==> src/hw/rtl/lav_pkg.sv <==
`timescale 1ns / 1ps

package lav_pkg;

   localparam int FRAC_BITS = 16;
   localparam int IW = 32;
   localparam int DW = IW + 1;
   localparam int FW = FRAC_BITS + 2;
   localparam int VW = FW + IW + 1;
   localparam int MW = VW;
   localparam int SW = 2 * MW + 2;
   localparam int RW = MW + 1;
   localparam int QW = FRAC_BITS + 1;
   localparam int UW = 2 * FW + 1 - FRAC_BITS;
   localparam int NORM_LAT = 5 + RW + QW;

   localparam logic [1:0] LAST_COL = 2'd3;
   localparam logic [IW-1:0] ONE_Q = IW'(1) << FRAC_BITS;

   localparam logic signed [63:0] SAT_MAX = 64'sd2147483647;
   localparam logic signed [63:0] SAT_MIN = -64'sd2147483648;

   typedef logic [2:0][IW-1:0] vec_type;
   typedef logic [2:0][FW-1:0] unit_vec_type;
   typedef logic [3:0][2:0][IW-1:0] mat_type;

   function automatic logic signed [63:0] drop_frac(input logic signed [63:0] x);
      logic [63:0] m;
      m = x[63] ? -x : x;
      m = m >> FRAC_BITS;
      return x[63] ? -$signed(m) : $signed(m);
   endfunction

   function automatic logic [IW-1:0] sat32(input logic signed [63:0] x);
      if (x > SAT_MAX) begin
         return SAT_MAX[IW-1:0];
      end
      if (x < SAT_MIN) begin
         return SAT_MIN[IW-1:0];
      end
      return x[IW-1:0];
   endfunction

endpackage

==> src/hw/rtl/lav_cols.sv <==
`timescale 1ns / 1ps

module lav_cols (
   input  logic                     clock,
   input  logic                     reset,
   input  logic                     in_valid,
   input  lav_pkg::mat_type         in_mat,
   output logic                     in_ready,
   output logic                     rsp_valid,
   input  logic                     rsp_stall,
   output logic [1:0]               rsp_column,
   output logic [31:0]              rsp_elem_row0,
   output logic [31:0]              rsp_elem_row1,
   output logic [31:0]              rsp_elem_row2,
   output logic [31:0]              rsp_elem_row3,
   output logic                     rsp_last
);

   logic                  busy_ff;
   logic [1:0]            cnt_ff;
   lav_pkg::mat_type      mat_ff;
   logic                  fire;
   logic                  done;
   logic                  load;

   assign fire     = busy_ff && !rsp_stall;
   assign done     = fire && (cnt_ff == lav_pkg::LAST_COL);
   assign in_ready = !busy_ff || done;
   assign load     = in_valid && in_ready;

   always_ff @(posedge clock) begin
      if (reset) begin
         busy_ff <= 1'b0;
         cnt_ff  <= '0;
      end else if (load) begin
         busy_ff <= 1'b1;
         cnt_ff  <= '0;
      end else if (done) begin
         busy_ff <= 1'b0;
      end else if (fire) begin
         cnt_ff <= cnt_ff + 2'd1;
      end
      if (load) begin
         mat_ff <= in_mat;
      end
   end

   assign rsp_valid     = busy_ff;
   assign rsp_column    = cnt_ff;
   assign rsp_elem_row0 = mat_ff[cnt_ff][0];
   assign rsp_elem_row1 = mat_ff[cnt_ff][1];
   assign rsp_elem_row2 = mat_ff[cnt_ff][2];
   assign rsp_last      = (cnt_ff == lav_pkg::LAST_COL);
   assign rsp_elem_row3 = rsp_last ? lav_pkg::ONE_Q : '0;

endmodule

==> config.mk <==
export PLATFORM = sky130hd
export DESIGN_NAME = lav_cols
export DESIGN_NICKNAME = d
export VERILOG_FILES = /design/src/hw/rtl/lav_pkg.sv /design/src/hw/rtl/lav_cols.sv
export SDC_FILE = /design/constraint.sdc
export NUM_CORES = 1
export LEC_CHECK = 0
export ABC_CLOCK_PERIOD_IN_PS = 24400
export BUFFER_PORTS_ARGS = -buffer_cell sky130_fd_sc_hd__buf_2
export CAP_MARGIN = 20
export CORE_AREA = 2 2 204 206
export CTS_CLUSTER_SIZE = 16
export DETAILED_ROUTE_END_ITERATION = 8
export DIE_AREA = 0 0 206 208
export SLEW_MARGIN = 5
export SYNTH_ARGS = -nofsm -noshare
export SYNTH_HDL_FRONTEND = slang
export SYNTH_SLANG_ARGS = --single-unit
==> constraint.sdc <==
create_clock -name clock -period 24.4 [get_ports clock]
set_input_delay 4.88 -clock clock [delete_from_list [all_inputs] [get_ports clock]]
set_output_delay 4.88 -clock clock [all_outputs]
set_load 0.05 [all_outputs]
## Word level (Yosys, flattened, before mapping)

Index checks and enable logic that the tools add are counted.

- Word-level logic and storage cells: 32
- Register bits: 387
- Input port bits: 388
- Output and inout bits: 133

- Eq/ne operators: 1
- $add $sub $neg: 1
- Mux-type cells: 5
- Reduce and logical (&&, ||, !) cells: 9
- Order comparisons: 1
- Bitwise logic cells: 1

Operators with widths:

| operator | number |
|---|---|
| binary-select mux 96 bit (select 2 bit) | 1 |
| 2-to-1 mux 96 bit | 1 |
| 2-to-1 mux 17 bit | 1 |
| logical AND 1 bit | 3 |
| < comparator 2 x 3 -> 1 bit, second input constant | 1 |
| adder 2 x 1 -> 2 bit, second input constant | 1 |
| equality test 2 bit, second input constant | 1 |
| zero test 1 bit | 2 |
| 2-to-1 mux 1 bit | 2 |
| AND reduction 2 bit | 1 |
| nonzero test 2 bit | 1 |
| OR reduction 2 bit | 1 |
| logical OR 1 bit | 1 |
| NOT 1 bit | 1 |

## Depth between registers and ports, before layout

Gate-level depths: netlist of the first run.

- Depth after elaboration: 6
- Depth in mapped cells: 5
- Mapped depth without buffers: 4

## Least setup slack after synthesis of the first run

Ideal clock, no wire load.

- Kind: input -> register
- Start point: input rsp_stall
- End point: register mat_ff[0] in the netlist's numbering (enable)
- Setup slack: 8.639 ns
- Library setup time: 0.790 ns
- Stages: 2
- Data arrival time: 14.971 ns
- Path buffers: 0
- Required time: 23.610 ns
- Cells stage by stage: o21ai_0 and2_1

- Word-level cells in the longest chain between the ends: 5

RTL lines:

| item | line | source |
|---|---|---|
| from (decl) | lav_cols.sv:10 | `input logic rsp_stall,` |
| zero test 1 bit | lav_cols.sv:26 | `assign fire = busy_ff && !rsp_stall;` |
| logical AND 1 bit | lav_cols.sv:26 |  |
| logical AND 1 bit | lav_cols.sv:27 | `assign done = fire && (cnt_ff == lav_pkg::LAST_COL);` |
| logical OR 1 bit | lav_cols.sv:28 | `assign in_ready = !busy_ff \|\| done;` |
| logical AND 1 bit | lav_cols.sv:29 | `assign load = in_valid && in_ready;` |
| named net load | lav_cols.sv:24 | `logic load;` |
| to (signal assigned) | lav_cols.sv:44 | `mat_ff <= in_mat;` |
| to (decl) | lav_cols.sv:21 | `lav_pkg::mat_type mat_ff;` |

The timed path passes the listed nets, and every way through them passes these cells.
A chain may end at the register's enable or synchronous reset.

## Worst setup path after layout of the first run

- Start point: input rsp_stall
- End point: output in_ready

- Word-level cells in the longest chain between the ends: 4

RTL lines:

| item | line | source |
|---|---|---|
| zero test 1 bit | lav_cols.sv:26 |  |
| logical AND 1 bit | lav_cols.sv:26 |  |
| logical AND 1 bit | lav_cols.sv:27 |  |
| logical OR 1 bit | lav_cols.sv:28 |  |
| to (decl) | lav_cols.sv:8 | `output logic in_ready,` |

No other way between the ends.

==> results of run 1 <==
==> final timing paths <==
| kind | startpoint | endpoint | slack [ps] | cells after the start |
|---|---|---|---|---|
| worst max register to register | rsp_column[1]$_SDFFE_PP0P_ | mat_ff[45]$_DFFE_PP_ | 18800 | 7 |
| worst min register to register | rsp_valid$_SDFFE_PP0P_ | rsp_valid$_SDFFE_PP0P_ | 640 | 2 |
| worst max-delay path | rsp_stall | in_ready | 13790 | 3 |
| worst min-delay path | rsp_valid$_SDFFE_PP0P_ | rsp_valid$_SDFFE_PP0P_ | 640 | 2 |
==> per-stage QoR <==
| step | cell area (µm²) | instances |
|---|---|---|
| 4_1_cts | 18400 | 1628 |
| 3_5_place_dp | 17100 | 1553 |
| 3_3_place_gp | 17100 | 1553 |
| 5_1_grt | 18500 | 1634 |
| 2_1_floorplan | 14300 | 579 |
| 6_report | 18500 | 1637 |
==> where the power goes <==
| part | internal [mW] | switching, mW |
|---|---|---|
| registers | 0.776 | 0.00963 |
| logic | 0.0506 | 0.0974 |
| clock network | 0.344 | 0.247 |
==> sequential cells by signal, indices dropped and copies added (netlist names) <==
register,flops
mat_ff,384
rsp_column,2
rsp_valid,1
==> critical path: cells and delay by family <==
| kind | cells | cell delay (ps) |
|---|---|---|
| buf+inv | 2 | 450 |
| compound gates | 1 | 400 |
==> Yosys cell counts <==
| cell type | count |
|---|---|
| edfxtp_1 | 384 |
| mux4_2 | 96 |
| buf_4 | 34 |
| buf_2 | 9 |
| clkbuf_1 | 6 |
| buf_8 | 3 |
| dfxtp_1 | 3 |
| a211oi_1 | 2 |
| inv_1 | 2 |
| a21oi_1 | 1 |
| and2_1 | 1 |
| buf_12 | 1 |
| buf_6 | 1 |
| conb_1 | 1 |
| ha_1 | 1 |
| mux2i_1 | 1 |
| nor3b_1 | 1 |
| o21ai_0 | 1 |
| xnor2_1 | 1 |
==> cell type report <==
class                   instances  area, µm²
fillers                      3553      22100
repair buffers                497       2530
well taps                     532        666
clock buffers                  49       1140
flip-flops and latches        387      11600
diodes                          8       20.0
multi-input cells             136       2350
clock inverters                26        154
inverters                       2       7.51
==> cell families after synthesis <==
kind of cell             Yosys count  share of synthesized area, %
buffers and inverters             56                          2.86
other                              1                        0.0263
adder cells (fa/ha/maj)            1                        0.0879
XOR/XNOR                           1                        0.0615
AO/OA/AOI/OAI                      4                         0.176
flip-flops                       387                          81.4
AND/OR/NAND/NOR                    2                        0.0967
multiplexers                      97                          15.3
==> layer usage <==
layer / track usage, % / share of wire (%) / vias to the layer above
li1: - / - / 3337
met3: 4.86 / 9.7 / 60
met5: 0 / 0.038 / -
met1: 17.0 / 37 / 3650
met2: 24.6 / 50 / 353
met4: 5.64 / 2.7 / 2
==> reports/results.tsv, run 1 <==
stage	metric	value	unit
hold_path	hold_class	register to register	
global_route	overflow	0	
timing	clock.fmax	94.2	MHz
global_route	grt_pass1_vias	8080	
clock_network	cts.root.buffer_cell	clkbuf_16	
pwr	power_leakage	6.91	nW
status	status	complete, no violations	
timing	slew_headroom	26.8	%
worst_setup_path	critPathKind	primary input to output pin	
worst_setup_path	crit_fanout	5	
worst_setup_path	cp.arrival	5730	ps
logic_synthesis	ys_seq_area_share	81.4	%
routing	ant_nets	0	
logic_synthesis	synth_top_area_share	81.0	%
routing	firstDrtPassIters	4	
logic_synthesis	synth_warnings	0	
placed_design	gp_congestion	0.752	
pwr	power	1.53	mW
worst_setup_path	slowest_stage	o21ai_0	
routing	wl_per_cell	19.5	µm
placed_design	dp_slack	13810	ps
global_route	track_usage	14.5	%
flow_run	max_cap_viol_count	0	
worst_setup_path	crit_chain	buf_2, o21ai_0, buf_2	
routing	routed_wl	31.9	mm
floorplanning	pin_count	521	
timing	fin_skew	16.1	ps
cells_and_area	final_nets	1455	
worst_setup_path	crit_top_cell	buf_2	
cells_and_area	area_delta_synth_final	29.7	%
logic_synthesis	synth_largest_area_cell	edfxtp_1	
timing	hold_ws	645	ps
timing	fin_crit_sh	43.5	%
routing	drc	0	
worst_setup_path	slowest_delay	400	ps
clock_network	post_cts_buffers	0	
global_route	antenna_found_initial	6	
clock_network	cts.sinks	387	
logic_synthesis	synth.area.top_cells	edfxtp_1 81%, mux4_2 15%, buf_4 1.8%, dfxtp_1 0.42%, buf_2 0.32%	
floorplanning	die_w	206	µm
worst_setup_path	setup.worst_path.start_class	primary input	
routing	drt_iter0_markers	457	
clock_network	cts_resized	0	
worst_setup_path	required	19520	ps
timing	slew_violations	0	
clock_network	cts_tree	done	
global_route	grt_pass1_wl	46.5	mm
timing	tns	0	ps
timing	rsz0062_at_grt	false	
global_route	grt_max_degree	89	
clock_network	path_clk_slew	60	ps
placed_design	dp_hpwl	22.9	mm
routing	via_per_inst	4.52	
clock_network	htreeDepth	2	
cells_and_area	finalCoreUtilization	45.5	%
clock_network	clock_latency	540	ps
cells_and_area	drive_above_1_share	59.5	%
clock_network	ctsHoldBuffers	0	
floorplanning	die-height	208	µm
timing	setup_ws	13790	ps
logic_synthesis	synth_seq_cells	387	
logic_synthesis	netlist-cell-type-count	19	
timing	finalHoldViolations	0	
pwr	power_density	82.6	nW/µm²
logic_synthesis	netlist_area	14200	µm²
timing	finalCriticalPeriod	10610	ps
timing	setup_violations	0	
worst_setup_path	endpoint_kind	output pin	
routing	vias	7402	
placed_design	port_buffers	489	
cells_and_area	final_cell_mix	489 x buf_2, 384 x edfxtp_1, 96 x mux4_2, 45 x clkbuf_16, 31 x conb_1	
cells_and_area	final_common_cell	buf_2	
clock_network	clockBufferDepth	3	
floorplanning	start_util	35.1	%
floorplanning	coreArea	40600	µm²
pwr	vdd_drop_max	0.0000520	V
clock_network	numCtsBuffers	42	
logic_synthesis	avgSynthCellArea	25.9	µm²
timing	worst_slew_pin_slew	1100	ps
floorplanning	dieArea	42800	µm²
floorplanning	row_count	74	
logic_synthesis	synth_cells	549	
(Power assumes the default switching activity.)
==> run 2, diff against run 1 <==
--- a/config.mk
+++ b/config.mk
@@ -5,13 +5,14 @@
 export SDC_FILE = /design/constraint.sdc
 export NUM_CORES = 1
 export LEC_CHECK = 0
-export ABC_CLOCK_PERIOD_IN_PS = 24400
+export ABC_AREA = 1
+export ABC_CLOCK_PERIOD_IN_PS = 10400
 export BUFFER_PORTS_ARGS = -buffer_cell sky130_fd_sc_hd__buf_2
 export CAP_MARGIN = 20
-export CORE_AREA = 2 2 204 206
+export CORE_AREA = 2 2 201 203
 export CTS_CLUSTER_SIZE = 16
 export DETAILED_ROUTE_END_ITERATION = 8
-export DIE_AREA = 0 0 206 208
+export DIE_AREA = 0 0 203 205
 export SLEW_MARGIN = 5
 export SYNTH_ARGS = -nofsm -noshare
 export SYNTH_HDL_FRONTEND = slang
==> constraint.sdc (replaced) <==
create_clock -name clock -period 10.4 [get_ports clock]
set_input_delay 2.08 -clock clock [delete_from_list [all_inputs] [get_ports clock]]
set_output_delay 2.08 -clock clock [all_outputs]
set_load 0.05 [all_outputs]
==> run 2 against run 1 <==
Via count is 33% higher. Clock power is 140% higher. Core utilization is 1.8 points higher. Non-clock buffer count stayed put. Synthesized cell count is 79% higher. Global-route usage is 3.7 points higher. Largest cell class unchanged. First-iteration DRC count is 18% higher. Largest power group unchanged. Setup slack worse by 8700 ps.
==> reports/results.tsv, run 2 <==
stage	metric	value	unit	change
placed_design	gp_congestion	0.820		+9.1%
logic_synthesis	yosysMostFrequentCell	edfxtp_1		
floorplanning	pin_count	521		unchanged
routing	via_per_inst	4.87		+7.7%
flow_run	max_cap_viol_count	0		unchanged
clock_network	numCtsBuffers	42		unchanged
worst_setup_path	crit_fanout	64		+59
worst_setup_path	critPathKind	register to output pin		
logic_synthesis	ys_seq_area_share	79.2	%	-2.2 points
timing	hold_ws	574	ps	-70.8 ps
worst_setup_path	timing.rr.end	mat_ff[90]$_DFFE_PP_		
cells_and_area	final_nets	1850		+27%
floorplanning	die-height	205	µm	-1.4%
routing	firstDrtPassIters	4		unchanged
pwr	p_seq_share	50.2	%	-1.3 points
cells_and_area	drive_above_1_share	37.6	%	-22 points
clock_network	clock_latency	550	ps	about the same
worst_setup_path	slowest_delay	750	ps	+350 ps
worst_setup_path	endpoint_kind	output pin		
timing	clock.fmax	186	MHz	
worst_setup_path	slowest_stage	dfxtp_4		
cells_and_area	area_delta_synth_final	27.5	%	
logic_synthesis	synth_warnings	0		unchanged
logic_synthesis	synth_top_area_share	78.8	%	-2.2 points
global_route	grt_pass1_wl	56.7	mm	+22%
pwr	p_switching	0.900	mW	+150%
timing	fin_skew	18.8	ps	+2.70 ps
floorplanning	dieArea	41600	µm²	-2.9%
routing	wl_per_cell	19.4	µm	-0.33%
floorplanning	die_w	203	µm	-1.5%
logic_synthesis	ys_top_cells_by_count	384 x edfxtp_1, 192 x nor2_1, 120 x o21ai_0		
status	status	complete, no violations		
timing	finalCriticalPeriod	5360	ps	
floorplanning	row_count	73		-1.4%
timing	finalHoldViolations	0		unchanged
pwr	clock_power_share	39.0	%	+0.2 points
worst_setup_path	r2r_cells	6		-1
logic_synthesis	synth_seq_cells	387		unchanged
worst_setup_path	crit_cells	5		+2
worst_setup_path	cp_top_family	buffers and inverters		
global_route	overflow	0		unchanged
cells_and_area	fin_cells	2027		+24%
worst_setup_path	crit_path_end	rsp_elem_row0[18]		
routing	ant_nets	0		unchanged
logic_synthesis	synth.area.top_cells	edfxtp_1 79%, nor2_1 4.9%, o21ai_0 4.1%, o22ai_1 4.1%, o21ai_1 2.5%		
routing	routed_wl	39.4	mm	+23%
pwr	power_switching_share	24.5	%	+1.3 points
worst_setup_path	required	8320	ps	-11,200 ps
clock_network	cts.sinks	387		unchanged
placed_design	placed_cells	1942		+25%
cells_and_area	finalInstanceArea	18600	µm²	+0.98%
pwr	power_density	197	nW/µm²	+140%
pwr	power_leakage	7.21	nW	+4.4%
logic_synthesis	netlist-cell-type-count	21		+2
clock_network	path_clk_slew	60	ps	about the same
logic_synthesis	avgSynthCellArea	14.9	µm²	-43%
timing	rsz0062_at_grt	false		
worst_setup_path	path_buf_inv	3		+1
worst_setup_path	crit_chain	clkinv_2, buf_4, o21ai_1, o22ai_1, buf_2		
timing	setup_violations	0		unchanged
pwr	vdd_drop_max	0.000156	V	+200%
clock_network	cts_tree	done		
worst_setup_path	cp.arrival	3280	ps	-2450 ps
placed_design	dp_hpwl	26.1	mm	+14%
cells_and_area	largest_register	mat_ff		
timing	tns	0	ps	unchanged
routing	drc	0		unchanged
timing	slew_headroom	29.6	%	+2.8 points
hold_path	hold_class	register to register		
routing	vias	9874		+33%
global_route	grt_max_degree	188		+110%
global_route	track_usage	18.3	%	+3.7 points
placed_design	port_buffers	489		unchanged
logic_synthesis	netlist_area	14600	µm²	+2.8%
pwr	p_comb_share	10.8	%	+1.1 points
cells_and_area	final_common_cell	buf_2		
cells_and_area	largest_reg_flops	384		unchanged
worst_setup_path	crit-reg2reg-launch	rsp_column[1]$_SDFFE_PP0P_		
global_route	antenna_found_initial	20		+14
clock_network	cts_resized	0		unchanged
clock_network	clockBufferDepth	3		unchanged
routing	drt_iter0_markers	537		+18%
clock_network	htreeDepth	2		unchanged
clock_network	ctsHoldBuffers	0		unchanged
logic_synthesis	ys.flop_type	edfxtp_1		
logic_synthesis	synth_cells	984		+79%
worst_setup_path	reg2reg_slack	6830	ps	-11,970 ps
logic_synthesis	synth_async_sr_flop_share	0	%	unchanged
logic_synthesis	synth_edf_count	384		unchanged
placed_design	placed_area	17300	µm²	+0.96%
logic_synthesis	synth_largest_area_cell	edfxtp_1		
pwr	internal_power	2.78	mW	+140%
timing	fin_crit_sh	51.6	%	
clock_network	cts.root.buffer_cell	clkbuf_16		
global_route	grt_pass1_vias	9948		+23%
worst_setup_path	crit_path_start	rsp_column[1]$_SDFFE_PP0P_		
timing	worst_slew_pin_slew	1060	ps	-41.7 ps
floorplanning	coreArea	39400	µm²	-2.9%
floorplanning	start_util	37.2	%	+2.1 points
worst_setup_path	setup.worst_path.start_class	register		
clock_network	post_cts_buffers	0		unchanged
pwr	power	3.68	mW	+140%
cells_and_area	final_cell_mix	489 x buf_2, 384 x edfxtp_1, 192 x nor2_1, 120 x o21ai_0, 96 x o22ai_1		
timing	slew_violations	0		unchanged
## run 2: changes by cell type after synthesis, sizes merged, moves of 2 or more
cell    delta
nand3      +2
nand2      +6
nor2     +192
o21ai    +192
o22ai     +96
clkbuf    +15
a211oi     -2
buf       +25
nand4      +2
mux4      -96
inv        +6
## run 2: cell type report
cell class / count / area (µm²)
well taps: 525 / 657
diodes: 11 / 27.5
clock buffers: 55 / 1180
clock inverters: 19 / 149
inverters: 8 / 40.0
flip-flops and latches: 387 / 11600
repair buffers: 497 / 2520
fillers: 3559 / 20700
multi-input cells: 525 / 2470
## run 2: stage by stage
step	worst slack (ps)	util, %
3_5_place_dp	5570	43.9
5_1_grt	4810	47.4
4_1_cts	4970	47.3
6_report	5040	47.4
3_3_place_gp	5580	43.9
2_1_floorplan	1950	-
## run 2: how the worst min path moves through the flow
stage	from	endpoint	slack, ps	cells after the start
after floorplan	rsp_valid$_SDFFE_PP0P_	rsp_column[0]$_SDFFE_PP0P_	760	2
after global placement	rsp_valid$_SDFFE_PP0P_	rsp_column[0]$_SDFFE_PP0P_	540	2
after detailed placement	rsp_valid$_SDFFE_PP0P_	rsp_column[1]$_SDFFE_PP0P_	560	2
after CTS	rsp_valid$_SDFFE_PP0P_	rsp_column[1]$_SDFFE_PP0P_	570	2
after global routing	rsp_valid$_SDFFE_PP0P_	rsp_column[1]$_SDFFE_PP0P_	640	2
final	rsp_valid$_SDFFE_PP0P_	rsp_column[1]$_SDFFE_PP0P_	570	2
## run 2: tightest hold or removal path: stages, from the launching register on
cell and delay (ps):
dfxtp_1 360, nand4_1 110, a21oi_1 60
## run 2: logic make-up (layout without fill, tap and decap cells)
| group | after synthesis | after routing | synth area share, % |
|---|---|---|---|
| flip-flops | 387 | 387 | 79.2 |
| AO/OA/AOI/OAI | 291 | 291 | 10.8 |
| AND/OR/NAND/NOR | 202 | 202 | 5.23 |
| buffers and inverters | 102 | 579 | 4.64 |
| adder cells (fa/ha/maj) | 1 | 1 | 0.0855 |
| other | 1 | 42 | 0.0256 |
## run 2: power by group through the flow
| stage | combinational [mW] | sequential [mW] | clock (mW) |
|---|---|---|---|
| after floorplan | 0.270 | 1.89 | 0 |
| after global placement | 0.396 | 1.88 | 0 |
| after detailed placement | 0.401 | 1.88 | 0 |
| after CTS | 0.401 | 1.85 | 1.48 |
| after global routing | 0.425 | 1.85 | 1.54 |
| final | 0.397 | 1.85 | 1.43 |
## run 2: layer usage
layer  GRT usage, %  vias up  routed length, µm
li1               -     4607                  -
met2           31.2      443              19500
met1           20.5     4723              14900
met3           6.70       83               3770
met5              0        -                112
met4           8.11       18               1160
==> run 3, diff against run 2 <==
--- a/config.mk
+++ b/config.mk
@@ -6,7 +6,7 @@
 export NUM_CORES = 1
 export LEC_CHECK = 0
 export ABC_AREA = 1
-export ABC_CLOCK_PERIOD_IN_PS = 10400
+export ABC_CLOCK_PERIOD_IN_PS = 4450
 export BUFFER_PORTS_ARGS = -buffer_cell sky130_fd_sc_hd__buf_2
 export CAP_MARGIN = 20
 export CORE_AREA = 2 2 201 203
==> constraint.sdc (replaced) <==
create_clock -name clock -period 4.45 [get_ports clock]
set_input_delay 0.89 -clock clock [delete_from_list [all_inputs] [get_ports clock]]
set_output_delay 0.89 -clock clock [all_outputs]
set_load 0.05 [all_outputs]
==> run 3 against run 2 <==
Register-to-register slack worse by 5000 ps. Core utilization rose by 0.78 points. Sequential power is 130% higher. Non-clock buffer count grew 18. Design area is 1.6% higher. Sequential share of layout area shrank 1.0 points. Power increased by 140%. Setup slack worse by 4300 ps. Die area unchanged. Clock power grew 150%. Largest power group unchanged.
==> reports/results.tsv, run 3 (synthesis gave the netlist of run 2 again) <==
stage	metric	value	unit	change
pwr	clock_power_share	40.3	%	+1.3 points
placed_design	gp_congestion	0.873		+6.4%
worst_setup_path	reg2reg_slack	1820	ps	-5010 ps
clock_network	htreeDepth	2		unchanged
cells_and_area	final_nets	1868		+0.97%
routing	firstDrtPassIters	5		+1
routing	via_per_inst	4.90		+0.62%
worst_setup_path	timing.rr.end	mat_ff[174]$_DFFE_PP_		
floorplanning	coreArea	39400	µm²	unchanged
worst_setup_path	required	3560	ps	-4760 ps
floorplanning	start_util	37.2	%	unchanged
timing	setup_ws	786	ps	-4250 ps
worst_setup_path	r2r_cells	6		unchanged
pwr	power_leakage	7.36	nW	+2.1%
worst_setup_path	critPathKind	register to output pin		
timing	worst_slew_pin_slew	825	ps	-230 ps
worst_setup_path	setup.worst_path.start_class	register		
timing	tns	0	ps	unchanged
timing	finalCriticalPeriod	3660	ps	
hold_path	min_from	in_mat[178]		
pwr	p_comb_share	10.8	%	about the same
clock_network	post_cts_buffers	0		unchanged
routing	vias	10000		+1.4%
placed_design	dp_slack	1360	ps	-4210 ps
placed_design	dp_hpwl	28.0	mm	+7.3%
timing	setup_violations	0		unchanged
clock_network	numCtsBuffers	42		unchanged
clock_network	cts.sinks	387		unchanged
hold_path	hold_end	mat_ff[178]$_DFFE_PP_		
status	status	complete, no violations		
clock_network	clock_latency	550	ps	about the same
timing	clock.fmax	273	MHz	
pwr	power_switching_share	24.0	%	-0.45 points
routing	drt_iter0_markers	645		+20%
worst_setup_path	endpoint_kind	output pin		
pwr	p_switching	2.12	mW	+140%
clock_network	cts_resized	0		unchanged
pwr	vdd_drop_max	0.000355	V	+130%
clock_network	clockBufferDepth	3		unchanged
hold_path	hold_class	primary input to register		
timing	slew_violations	0		unchanged
global_route	antenna_found_initial	13		-35%
placed_design	port_buffers	489		unchanged
floorplanning	die-height	205	µm	unchanged
worst_setup_path	crit-reg2reg-launch	rsp_column[0]$_SDFFE_PP0P_		
global_route	overflow	0		unchanged
clock_network	path_clk_slew	60	ps	about the same
clock_network	cts_tree	done		
pwr	p_seq_share	48.9	%	-1.3 points
cells_and_area	largest_reg_flops	384		unchanged
pwr	internal_power	6.70	mW	+140%
global_route	grt_pass1_wl	56.8	mm	about the same
routing	ant_nets	0		unchanged
cells_and_area	final_common_cell	buf_2		
cells_and_area	final_cell_mix	489 x buf_2, 384 x edfxtp_1, 192 x nor2_1, 120 x o21ai_0, 96 x o22ai_1		
timing	fin_crit_sh	82.3	%	
flow_run	max_cap_viol_count	0		unchanged
cells_and_area	largest_register	mat_ff		
routing	drc	0		unchanged
global_route	grt_max_degree	81		-57%
clock_network	ctsHoldBuffers	0		unchanged
timing	rsz0062_at_grt	false		
timing	finalHoldViolations	0		unchanged
global_route	track_usage	18.3	%	about the same
global_route	grt_pass1_vias	9769		-1.8%
timing	hold_ws	512	ps	-62.0 ps
worst_setup_path	cp.arrival	2770	ps	-510 ps
floorplanning	row_count	73		unchanged
clock_network	cts.root.buffer_cell	clkbuf_16		
floorplanning	pin_count	521		unchanged
hold_path	holdPathStages	1		-1
timing	slew_headroom	45.0	%	+15 points
cells_and_area	drive_above_1_share	38.7	%	+1.0 points
cells_and_area	area_delta_synth_final	29.6	%	
floorplanning	die_w	203	µm	unchanged
cells_and_area	fillerInstances	3539		-0.56%
pwr	power	8.82	mW	+140%
timing	fin_skew	14.3	ps	-4.46 ps
routing	routed_wl	39.6	mm	+0.52%
pwr	power_density	465	nW/µm²	+140%
floorplanning	dieArea	41600	µm²	unchanged
routing	wl_per_cell	19.4	µm	-0.27%
worst_setup_path	crit_fanout	75		+17%
-- run 3: changes by cell type in the layout (fill, tap and decap cells not counted), moves of 2 or more --
| cell | delta |
|---|---|
| buf_4 | +14 |
| buf_12 | +4 |
| bufinv_16 | +4 |
| diode_2 | -3 |
| clkbuf_8 | -2 |
-- run 3: metrics by stage --
step	cell area, µm²	cells	util [%]
after floorplan	14800	1014	-
after CTS	18900	2035	48.1
after global placement	17500	1960	44.5
after detailed placement	17500	1960	44.5
final	19000	2043	48.1
after global routing	18900	2037	48.1
-- run 3: area by class of cell --
| cell class | count | area [µm²] | area share (%) |
|---|---|---|---|
| clock buffers | 52 | 1150 | 6.08 |
| inverters | 8 | 40.0 | 0.211 |
| flip-flops and latches | 387 | 11600 | 61.2 |
| well taps | 525 | 657 | 3.47 |
| diodes | 8 | 20.0 | 0.106 |
| repair buffers | 515 | 2710 | 14.3 |
| multi-input cells | 525 | 2510 | 13.3 |
| clock inverters | 23 | 267 | 1.41 |
-- run 3: power by group through the flow --
| stage | clock network [mW] | registers, mW | logic, mW |
|---|---|---|---|
| 3_5_place_dp | 0 | 4.39 | 0.963 |
| 2_1_floorplan | 0 | 4.42 | 0.633 |
| 5_1_grt | 3.78 | 4.33 | 1.02 |
| 6_report | 3.55 | 4.31 | 0.956 |
| 3_3_place_gp | 0 | 4.39 | 0.952 |
| 4_1_cts | 3.63 | 4.31 | 0.965 |
-- run 3: per-layer routing --
layer  share of wire, %  global-route usage, %  vias up  routed length (µm)
li1                   -                      -     4657                   -
met1                 37                   21.1     4805               14700
met2                 50                   31.4      460               19900
met3                9.7                   6.65       76                3840
met4                2.6                   6.28       16                1050
met5               0.24                      0        -                  93
-- run 3: how the worst max path moves through the flow --
stage	depth (start not counted)	to	from	slack (ps)
3_3_place_gp	5	rsp_elem_row0[4]	rsp_column[0]$_SDFFE_PP0P_	1390
2_1_floorplan	3	mat_ff[0]$_DFFE_PP_	rsp_stall	-2730
4_1_cts	5	rsp_elem_row2[26]	rsp_column[0]$_SDFFE_PP0P_	750
3_5_place_dp	4	rsp_elem_row2[27]	rsp_column[0]$_SDFFE_PP0P_	1360
6_report	5	rsp_elem_row2[26]	rsp_column[0]$_SDFFE_PP0P_	790
5_1_grt	5	rsp_elem_row2[22]	rsp_column[0]$_SDFFE_PP0P_	600
-- run 3: worst max-delay path, stage by stage (launching register included) --
cell,delay (ps)
dfxtp_4,530
inv_6,510
buf_4,490
o21ai_1,110
o22ai_1,210
buf_2,310
